<file path="src/sv/gpsi_pkg.sv">
// shared types, codes and helpers for the gamepad poll serial interface
package gpsi_pkg;

   // frame phases
   localparam logic [1:0] PH_IDLE  = 2'd0;
   localparam logic [1:0] PH_SETUP = 2'd1;
   localparam logic [1:0] PH_XFER  = 2'd2;
   localparam logic [1:0] PH_GAP   = 2'd3;

   // configuration register indexes
   localparam logic [1:0] CSR_VIBRATE_ENABLE = 2'd0;
   localparam logic [1:0] CSR_SETUP_TICKS    = 2'd1;
   localparam logic [1:0] CSR_GAP_TICKS      = 2'd2;

   // bytes sent on the command line, and the fill for a missing reply byte
   localparam logic [7:0] CMD_START     = 8'h01;
   localparam logic [7:0] CMD_POLL      = 8'h42;
   localparam logic [7:0] CMD_VIBRATE   = 8'h41;
   localparam logic [7:0] CMD_IDLE      = 8'h00;
   localparam logic [7:0] REPLY_MISSING = 8'hFF;

   localparam int unsigned NUM_REPLY = 6;
   localparam logic [3:0] BYTES_MIN    = 4'd2;
   localparam logic [3:0] BYTES_ANALOG = 4'd9;
   localparam logic [3:0] FIRST_REPLY  = 4'd3;
   localparam logic [3:0] LAST_REPLY   = 4'd8;

   localparam logic [7:0] STICK_BIAS = 8'd128;
   localparam logic [7:0] STICK_FLIP = 8'd127;

   typedef struct packed {
      logic poll_request;
      logic dat_in;
   } req_payload_type;

   typedef struct packed {
      logic              sel_out;
      logic              clk_out;
      logic              cmd_out;
      logic              frame_done;
      logic [15:0]       buttons;
      logic signed [7:0] right_stick_x;
      logic signed [7:0] right_stick_y;
      logic signed [7:0] left_stick_x;
      logic signed [7:0] left_stick_y;
      logic              analog_active;
   } rsp_payload_type;

   typedef struct packed {
      logic       vibrate_enable;
      logic [7:0] setup_ticks;
      logic [5:0] gap_ticks;
   } cfg_type;

   typedef struct packed {
      logic [15:0] buttons;
      logic [7:0]  rx;
      logic [7:0]  ry;
      logic [7:0]  lx;
      logic [7:0]  ly;
      logic        analog;
   } decoded_type;

   typedef struct packed {
      logic [1:0]                     phase;
      logic [7:0]                     tick_count;
      logic [3:0]                     byte_index;
      logic [3:0]                     bytes_total;
      logic [7:0]                     shift_out;
      logic [7:0]                     shift_in;
      logic [NUM_REPLY-1:0][7:0]      reply_bytes;
      decoded_type                    decoded;
   } state_type;

   // command byte for a given position in the frame
   function automatic logic [7:0] byte_to_send(input logic [3:0] idx, input logic vib);
      logic [7:0] b;
      if (idx == 4'd0) begin
         b = CMD_START;
      end else if (idx == 4'd1) begin
         b = CMD_POLL;
      end else if (vib) begin
         b = CMD_VIBRATE;
      end else begin
         b = CMD_IDLE;
      end
      return b;
   endfunction

endpackage

</file>
<file path="src/sv/gpsi_step.sv">
// one tick of the pad link: next frame state and line levels
module gpsi_step (
   input  gpsi_pkg::state_type       state_cur,
   input  gpsi_pkg::cfg_type         cfg,
   input  gpsi_pkg::req_payload_type req,
   output gpsi_pkg::state_type       state_nxt,
   output gpsi_pkg::rsp_payload_type rsp
);

   logic       sel;
   logic       clk_lvl;
   logic       cmd;
   logic       done;
   logic [3:0] t;
   logic [2:0] bit_sel;
   logic [7:0] tick_inc;
   logic [7:0] sin_new;
   logic [3:0] idx_inc;
   logic [3:0] idx_rep;
   logic       finish;
   logic [3:0] total_sel;
   gpsi_pkg::state_type st;

   assign t        = state_cur.tick_count[3:0];
   assign bit_sel  = t[3:1];
   assign tick_inc = state_cur.tick_count + 8'd1;
   assign sin_new  = state_cur.shift_in | (8'(req.dat_in) << bit_sel);
   assign idx_inc  = state_cur.byte_index + 4'd1;
   assign idx_rep  = state_cur.byte_index - gpsi_pkg::FIRST_REPLY;

   // phase sequencing
   always_comb begin
      st        = state_cur;
      sel       = 1'b0;
      clk_lvl   = 1'b1;
      cmd       = 1'b1;
      finish    = 1'b0;
      total_sel = state_cur.bytes_total;
      case (state_cur.phase)
         gpsi_pkg::PH_IDLE: begin
            if (req.poll_request) begin
               st.phase       = gpsi_pkg::PH_SETUP;
               st.tick_count  = 8'd0;
               st.byte_index  = 4'd0;
               st.bytes_total = gpsi_pkg::BYTES_MIN;
               for (int i = 0; i < gpsi_pkg::NUM_REPLY; i++) begin
                  st.reply_bytes[i] = gpsi_pkg::REPLY_MISSING;
               end
            end else begin
               sel = 1'b1;
            end
         end
         gpsi_pkg::PH_SETUP: begin
            st.tick_count = tick_inc;
            if (tick_inc >= cfg.setup_ticks) begin
               st.phase      = gpsi_pkg::PH_XFER;
               st.tick_count = 8'd0;
               st.byte_index = 4'd0;
               st.shift_out  = gpsi_pkg::byte_to_send(4'd0, cfg.vibrate_enable);
               st.shift_in   = 8'd0;
            end
         end
         gpsi_pkg::PH_XFER: begin
            cmd = state_cur.shift_out[bit_sel];
            if (!t[0]) begin
               clk_lvl       = 1'b0;
               st.tick_count = 8'(t + 4'd1);
            end else begin
               st.shift_in = sin_new;
               if (t == 4'd15) begin
                  if (state_cur.byte_index == 4'd1) begin
                     st.bytes_total = 4'd3 + {1'b0, sin_new[1:0], 1'b0};
                  end else if (state_cur.byte_index >= gpsi_pkg::FIRST_REPLY &&
                               state_cur.byte_index <= gpsi_pkg::LAST_REPLY) begin
                     st.reply_bytes[idx_rep[2:0]] = sin_new;
                  end
                  st.tick_count = 8'd0;
                  if (cfg.gap_ticks == 6'd0) begin
                     finish = 1'b1;
                  end else begin
                     st.phase = gpsi_pkg::PH_GAP;
                  end
               end else begin
                  st.tick_count = 8'(t + 4'd1);
               end
            end
         end
         default: begin
            st.tick_count = tick_inc;
            if (tick_inc >= {2'b00, cfg.gap_ticks}) begin
               finish = 1'b1;
            end
         end
      endcase
      total_sel = st.bytes_total;
   end

   // advance to the next byte or close the frame
   always_comb begin
      state_nxt = st;
      done      = 1'b0;
      if (finish) begin
         state_nxt.byte_index = idx_inc;
         state_nxt.tick_count = 8'd0;
         if (idx_inc >= total_sel) begin
            done                    = 1'b1;
            state_nxt.phase         = gpsi_pkg::PH_IDLE;
            state_nxt.decoded.buttons =
               ~{st.reply_bytes[0], st.reply_bytes[1]};
            if (total_sel >= gpsi_pkg::BYTES_ANALOG) begin
               state_nxt.decoded.analog = 1'b1;
               state_nxt.decoded.rx = st.reply_bytes[2] - gpsi_pkg::STICK_BIAS;
               state_nxt.decoded.ry = gpsi_pkg::STICK_FLIP - st.reply_bytes[3];
               state_nxt.decoded.lx = st.reply_bytes[4] - gpsi_pkg::STICK_BIAS;
               state_nxt.decoded.ly = gpsi_pkg::STICK_FLIP - st.reply_bytes[5];
            end else begin
               state_nxt.decoded.analog = 1'b0;
               state_nxt.decoded.rx     = 8'd0;
               state_nxt.decoded.ry     = 8'd0;
               state_nxt.decoded.lx     = 8'd0;
               state_nxt.decoded.ly     = 8'd0;
            end
         end else begin
            state_nxt.phase     = gpsi_pkg::PH_XFER;
            state_nxt.shift_out = gpsi_pkg::byte_to_send(idx_inc, cfg.vibrate_enable);
            state_nxt.shift_in  = 8'd0;
         end
      end
   end

   // result word
   always_comb begin
      rsp.sel_out       = sel;
      rsp.clk_out       = clk_lvl;
      rsp.cmd_out       = cmd;
      rsp.frame_done    = done;
      rsp.buttons       = state_nxt.decoded.buttons;
      rsp.right_stick_x = state_nxt.decoded.rx;
      rsp.right_stick_y = state_nxt.decoded.ry;
      rsp.left_stick_x  = state_nxt.decoded.lx;
      rsp.left_stick_y  = state_nxt.decoded.ly;
      rsp.analog_active = state_nxt.decoded.analog;
   end

endmodule

</file>
<file path="src/sv/gamepad_poll_serial_interface.sv">
// gamepad poll serial interface top level: input register, tick step, result register
// an accepted word moves from the input register on to the result register
// throughput: one word per cycle unless rsp_ready holds the result register back;
// in a transfer a word is half a pad clock period; frame state is the only data loop
// reset (synchronous, active high): idle, config 0/9/11 -> vibrate off, setup 9,
// gap 11; reply bytes 0xFF, decoded results zero, both registers empty
module gamepad_poll_serial_interface (
   input  logic                      clock,
   input  logic                      reset,
   input  logic                      req_valid,
   output logic                      req_ready,
   input  gpsi_pkg::req_payload_type req_data,
   output logic                      rsp_valid,
   input  logic                      rsp_ready,
   output gpsi_pkg::rsp_payload_type rsp_data,
   input  logic                      csr_valid,
   output logic                      csr_ready,
   input  logic [1:0]                csr_index,
   input  logic [7:0]                csr_data
);

   logic                      in_valid_ff;
   gpsi_pkg::req_payload_type in_data_ff;
   logic                      out_valid_ff;
   gpsi_pkg::rsp_payload_type out_data_ff;
   gpsi_pkg::state_type       state_ff;
   gpsi_pkg::state_type       state_in;
   gpsi_pkg::rsp_payload_type rsp_in;
   gpsi_pkg::cfg_type         cfg_ff;
   logic                      advance;

   assign advance   = in_valid_ff && (!out_valid_ff || rsp_ready);
   assign req_ready = !in_valid_ff || advance;
   assign csr_ready = 1'b1;
   assign rsp_valid = out_valid_ff;
   assign rsp_data  = out_data_ff;

   // configuration registers
   always_ff @(posedge clock) begin
      if (reset) begin
         cfg_ff.vibrate_enable <= 1'b0;
         cfg_ff.setup_ticks    <= 8'd9;
         cfg_ff.gap_ticks      <= 6'd11;
      end else if (csr_valid) begin
         unique case (csr_index)
            gpsi_pkg::CSR_VIBRATE_ENABLE: cfg_ff.vibrate_enable <= csr_data[0];
            gpsi_pkg::CSR_SETUP_TICKS:    cfg_ff.setup_ticks    <= csr_data;
            gpsi_pkg::CSR_GAP_TICKS:      cfg_ff.gap_ticks      <= csr_data[5:0];
            default: ;
         endcase
      end
   end

   // tick logic
   gpsi_step u_step (
      .state_cur (state_ff),
      .cfg       (cfg_ff),
      .req       (in_data_ff),
      .state_nxt (state_in),
      .rsp       (rsp_in)
   );

   // input register
   always_ff @(posedge clock) begin
      if (reset) begin
         in_valid_ff <= 1'b0;
      end else if (req_valid && req_ready) begin
         in_valid_ff <= 1'b1;
      end else if (advance) begin
         in_valid_ff <= 1'b0;
      end
   end

   always_ff @(posedge clock) begin
      if (req_valid && req_ready) begin
         in_data_ff <= req_data;
      end
   end

   // frame state
   always_ff @(posedge clock) begin
      if (reset) begin
         state_ff.phase       <= gpsi_pkg::PH_IDLE;
         state_ff.tick_count  <= 8'd0;
         state_ff.byte_index  <= 4'd0;
         state_ff.bytes_total <= gpsi_pkg::BYTES_MIN;
         state_ff.shift_out   <= 8'd0;
         state_ff.shift_in    <= 8'd0;
         for (int i = 0; i < gpsi_pkg::NUM_REPLY; i++) begin
            state_ff.reply_bytes[i] <= gpsi_pkg::REPLY_MISSING;
         end
         state_ff.decoded     <= '0;
      end else if (advance) begin
         state_ff <= state_in;
      end
   end

   // result register
   always_ff @(posedge clock) begin
      if (reset) begin
         out_valid_ff <= 1'b0;
      end else if (advance) begin
         out_valid_ff <= 1'b1;
      end else if (rsp_ready) begin
         out_valid_ff <= 1'b0;
      end
   end

   always_ff @(posedge clock) begin
      if (advance) begin
         out_data_ff <= rsp_in;
      end
   end

`ifndef SYNTHESIS
   // select is low on the completion word
   a_done_sel_low: assert property (@(posedge clock) disable iff (reset)
      rsp_valid && rsp_data.frame_done |-> !rsp_data.sel_out)
      else $error("frame_done with select high");

   // pad clock only pulses low inside a frame
   a_clk_in_frame: assert property (@(posedge clock) disable iff (reset)
      rsp_valid && !rsp_data.clk_out |-> !rsp_data.sel_out)
      else $error("pad clock low with select high");

   // sticks read zero outside analog mode
   a_digital_sticks: assert property (@(posedge clock) disable iff (reset)
      rsp_valid && !rsp_data.analog_active |->
         rsp_data.right_stick_x == 8'sd0 && rsp_data.right_stick_y == 8'sd0 &&
         rsp_data.left_stick_x == 8'sd0 && rsp_data.left_stick_y == 8'sd0)
      else $error("stick value outside analog mode");

   // a result is produced for every word leaving the input register
   a_result_follows: assert property (@(posedge clock) disable iff (reset)
      advance |=> rsp_valid)
      else $error("word lost between registers");
`endif

endmodule

</file>
<file path="config.mk">
export PLATFORM = sky130hd
export DESIGN_NAME = gamepad_poll_serial_interface
export DESIGN_NICKNAME = d
export VERILOG_FILES = /design/src/sv/gpsi_pkg.sv /design/src/sv/gpsi_step.sv /design/src/sv/gamepad_poll_serial_interface.sv
export SDC_FILE = /design/constraint.sdc
export NUM_CORES = 1
export LEC_CHECK = 0
export BUFFER_PORTS_ARGS = -buffer_cell sky130_fd_sc_hd__buf_2
export CAP_MARGIN = 30
export CORE_ASPECT_RATIO = 1.25
export CORE_MARGIN = 1
export CORE_UTILIZATION = 47
export DETAILED_ROUTE_END_ITERATION = 8
export GPL_ROUTABILITY_DRIVEN = 1
export GPL_TIMING_DRIVEN = 0
export PLACE_DENSITY = 0.74
export SLEW_MARGIN = 20
export SYNTH_ARGS = -nofsm -noshare
export SYNTH_HDL_FRONTEND = slang
export SYNTH_HIERARCHICAL = 1
export SYNTH_SLANG_ARGS = --single-unit
export TNS_END_PERCENT = 50
</file>
<file path="constraint.sdc">
create_clock -name clock -period 11.2 [get_ports clock]
set_clock_uncertainty 0.15 [all_clocks]
set_input_delay 1.12 -clock clock [delete_from_list [all_inputs] [get_ports clock]]
set_output_delay 1.12 -clock clock [all_outputs]
set_load 0.005 [all_outputs]
</file>
==> qor.yml <==
status: "finished, final reports clean"
p_sw_mw: 0.368
cts_buffer_depth: 3
cts_resized: 0
wirelength_microns: 29600
postCtsSetupBuffers: 0
max_slew_margin: 0.334
synthesis.area_sq_mm: 0.0120
antenna_left: 0
drc: 0
yosys_register_bits: 203
syn_avg_cell_area_sq_um: 9.11
antenna_found_initial: 0
synth_top_area_cell: "dfxtp_1"
top_usage_layer: "met2"
ir_drop_v: 0.000112
start_util: 0.484
fin_tns_setup_ns: 0
synthTopCellsByCount: "187 x mux2i_1, 175 x nand2b_1, 148 x dfxtp_1"
avgRoutedWirePerCell_microns: 16.9
die_w_microns: 145
dieHeight_microns: 180
grt_use_met3: 0.0319
swShare: 0.230
critPathRequiredTime_ns: 11.49
clkTransAtPathRegs_ns: 0.06
synth-main-ff-cell: "dfxtp_1"
fmax_mhz: 178
ys_warn_count: 6
synthTopCellsByArea: "dfxtp_1 25%, mux2i_1 16%, edfxtp_1 14%"
power_frac_comb: 0.069
final_util: 0.543
synth_top_area_share: 0.247
tritoncts: "built"
synth_edf_count: 55
synth_fp_nets: 1361
grt_pass1_wl_microns: 47200
synth.most_common_cell: "mux2i_1"
hold_ws_ns: 0.303
syn_inst: 1315
cts-root-buf: "clkbuf_16"
rsz0062_at_grt: "false"
layoutNonFillerInstCount: 1756
p_per_area_mw_per_mm2: 119
grt-ovfl-total: 0
grt_start_max_net_pins: 63
htreeDepth: 1
worstSkewPairLatency_ns: 0.50
hold_viol_final: 0
ys_seq_area_frac: 0.385
diodes: 0
port_buffers: 70
crit_arrival_ns: 5.89
dp.cells: 1715
routed_via_density: 5.51
cts_made_buffers: 23
pwr-share-seq: 0.480
use_met1: 0.278
gr-usage-all-layers: 0.228
cp-start-kind: "flop"
period_needed_ns: 5.60
met2_usage: 0.389
clkSinkCount: 203
drt_iter0_markers: 809
area_growth_pct: 12.2
drv_slew: 0
grt_pass1_vias: 9351
leakage_nw: 5.16
final.setup.worst_slack_ns: 5.60
via_count: 9676
synth_cell_type_count: 62
place_ws_ns: 5.79
hpwl_microns: 21100
hold_buffers: 0
gp_congestion: 0.966
fp.dieArea_sq_mm: 0.0261
drive_above_1_share: 0.150
setup_viol_count_final: 0
async_flop_share: 0
worstPathMaxFanout: 10
path_class: "reg2reg"
p_int_mw: 1.23
end_kind: "flop"
rows: 64
first_pass_iters: 5
nets: 1456
pin_count: 73
max_cap_violations: 0
power_frac_clock: 0.451
hold_path.class: "reg2reg"
core_area_sq_mm: 0.0247
fin_crit_sh: 0.500
worstMarginPinSlew_ns: 0.999
metal layers:
layer,part of all wire,vias up
met5,0,-
met4,0.047,0
met1,0.42,4597
li1,-,4661
met3,0.054,91
met2,0.48,327
cell usage in the layout, fill, tap and decap left out, types with 11 or more instances in the layout:
cell type,count
mux2i_1,187
inv_1,78
and3_1,13
buf_2,84
nand3_1,11
dfxtp_1,148
a22oi_1,11
nand2b_1,175
edfxtp_1,55
nand2_1,71
buf_4,61
ha_1,29
clkbuf_1,57
mux2_2,11
nand4_1,12
nor2_1,137
clkbuf_16,23
a21oi_1,29
o211ai_1,34
o21ai_0,61
registers in the layout, indices dropped and copies added, names as in the netlist:
| signal | flops |
|---|---|
| rsp_valid | 1 |
| state_ff | 131 |
| in_data_ff | 2 |
| rsp_data | 53 |
| in_valid_ff | 1 |
| cfg_ff | 15 |
through the flow:
step                total power [mW]  area [sq um]
floorplan                      0.858         12000
global placement               0.893         12700
detailed placement             0.894         12700
CTS                             1.61         13400
global route                    1.65         13400
finish                          1.60         13400
power by group through the flow:
stage          sequential [mW]  clock, mW  combinational (mW)
3_5_place_dp             0.784          0               0.110
3_3_place_gp             0.784          0               0.109
2_1_floorplan            0.785          0              0.0730
4_1_cts                  0.768      0.733               0.110
6_report                 0.768      0.721               0.111
5_1_grt                  0.769      0.762               0.119
cells by family after synthesis:
kind of cell    after synthesis  share of synthesized area
compound gates              195                      0.108
simple gates                461                      0.199
buf+inv                     216                     0.0980
mux                         202                      0.173
xor+xnor                      8                    0.00585
other cells                   1                   0.000313
fa+ha+maj                    29                     0.0303
flops                       203                      0.385
area by class of cell:
cell class              instances  area [sq um]
clock buffers                  31           606
clock inverters                10          96.3
multi-input cells             896          6190
repair buffers                 70           350
plain buffers                 138           881
fillers                      2224         11300
well taps                     330           413
inverters                      78           293
flip-flops and latches        203          4610
worst max-delay path, stage by stage, from the launching register on:
cell and delay (ns):
dfxtp_1 0.39, clkbuf_1 0.50, nor2_1 0.18, a21oi_1 0.83
inv_1 0.37, ha_1 0.30, inv_1 0.05, nor3_1 0.04
o21ai_0 0.28, nand2_1 0.12, inv_1 0.07, ha_1 0.17
nor2_1 0.06, a21o_1 0.18, a211oi_2 0.62, buf_2 0.46
mux2i_1 0.41, buf_4 0.17, nand2b_1 0.05, mux2i_1 0.12
path summary, 6_finish.rpt:
check	end	slack, ns	depth (start not counted)	startpoint
worst min-delay path	cfg_ff[11]	0.30	2	cfg_ff[11]
worst max register to register	state_ff[32]	5.60	19	state_ff[122]
worst min register to register	cfg_ff[11]	0.30	2	cfg_ff[11]
worst max-delay path	state_ff[32]	5.60	19	state_ff[122]
Note: power is estimated with default switching activity, not from simulation.
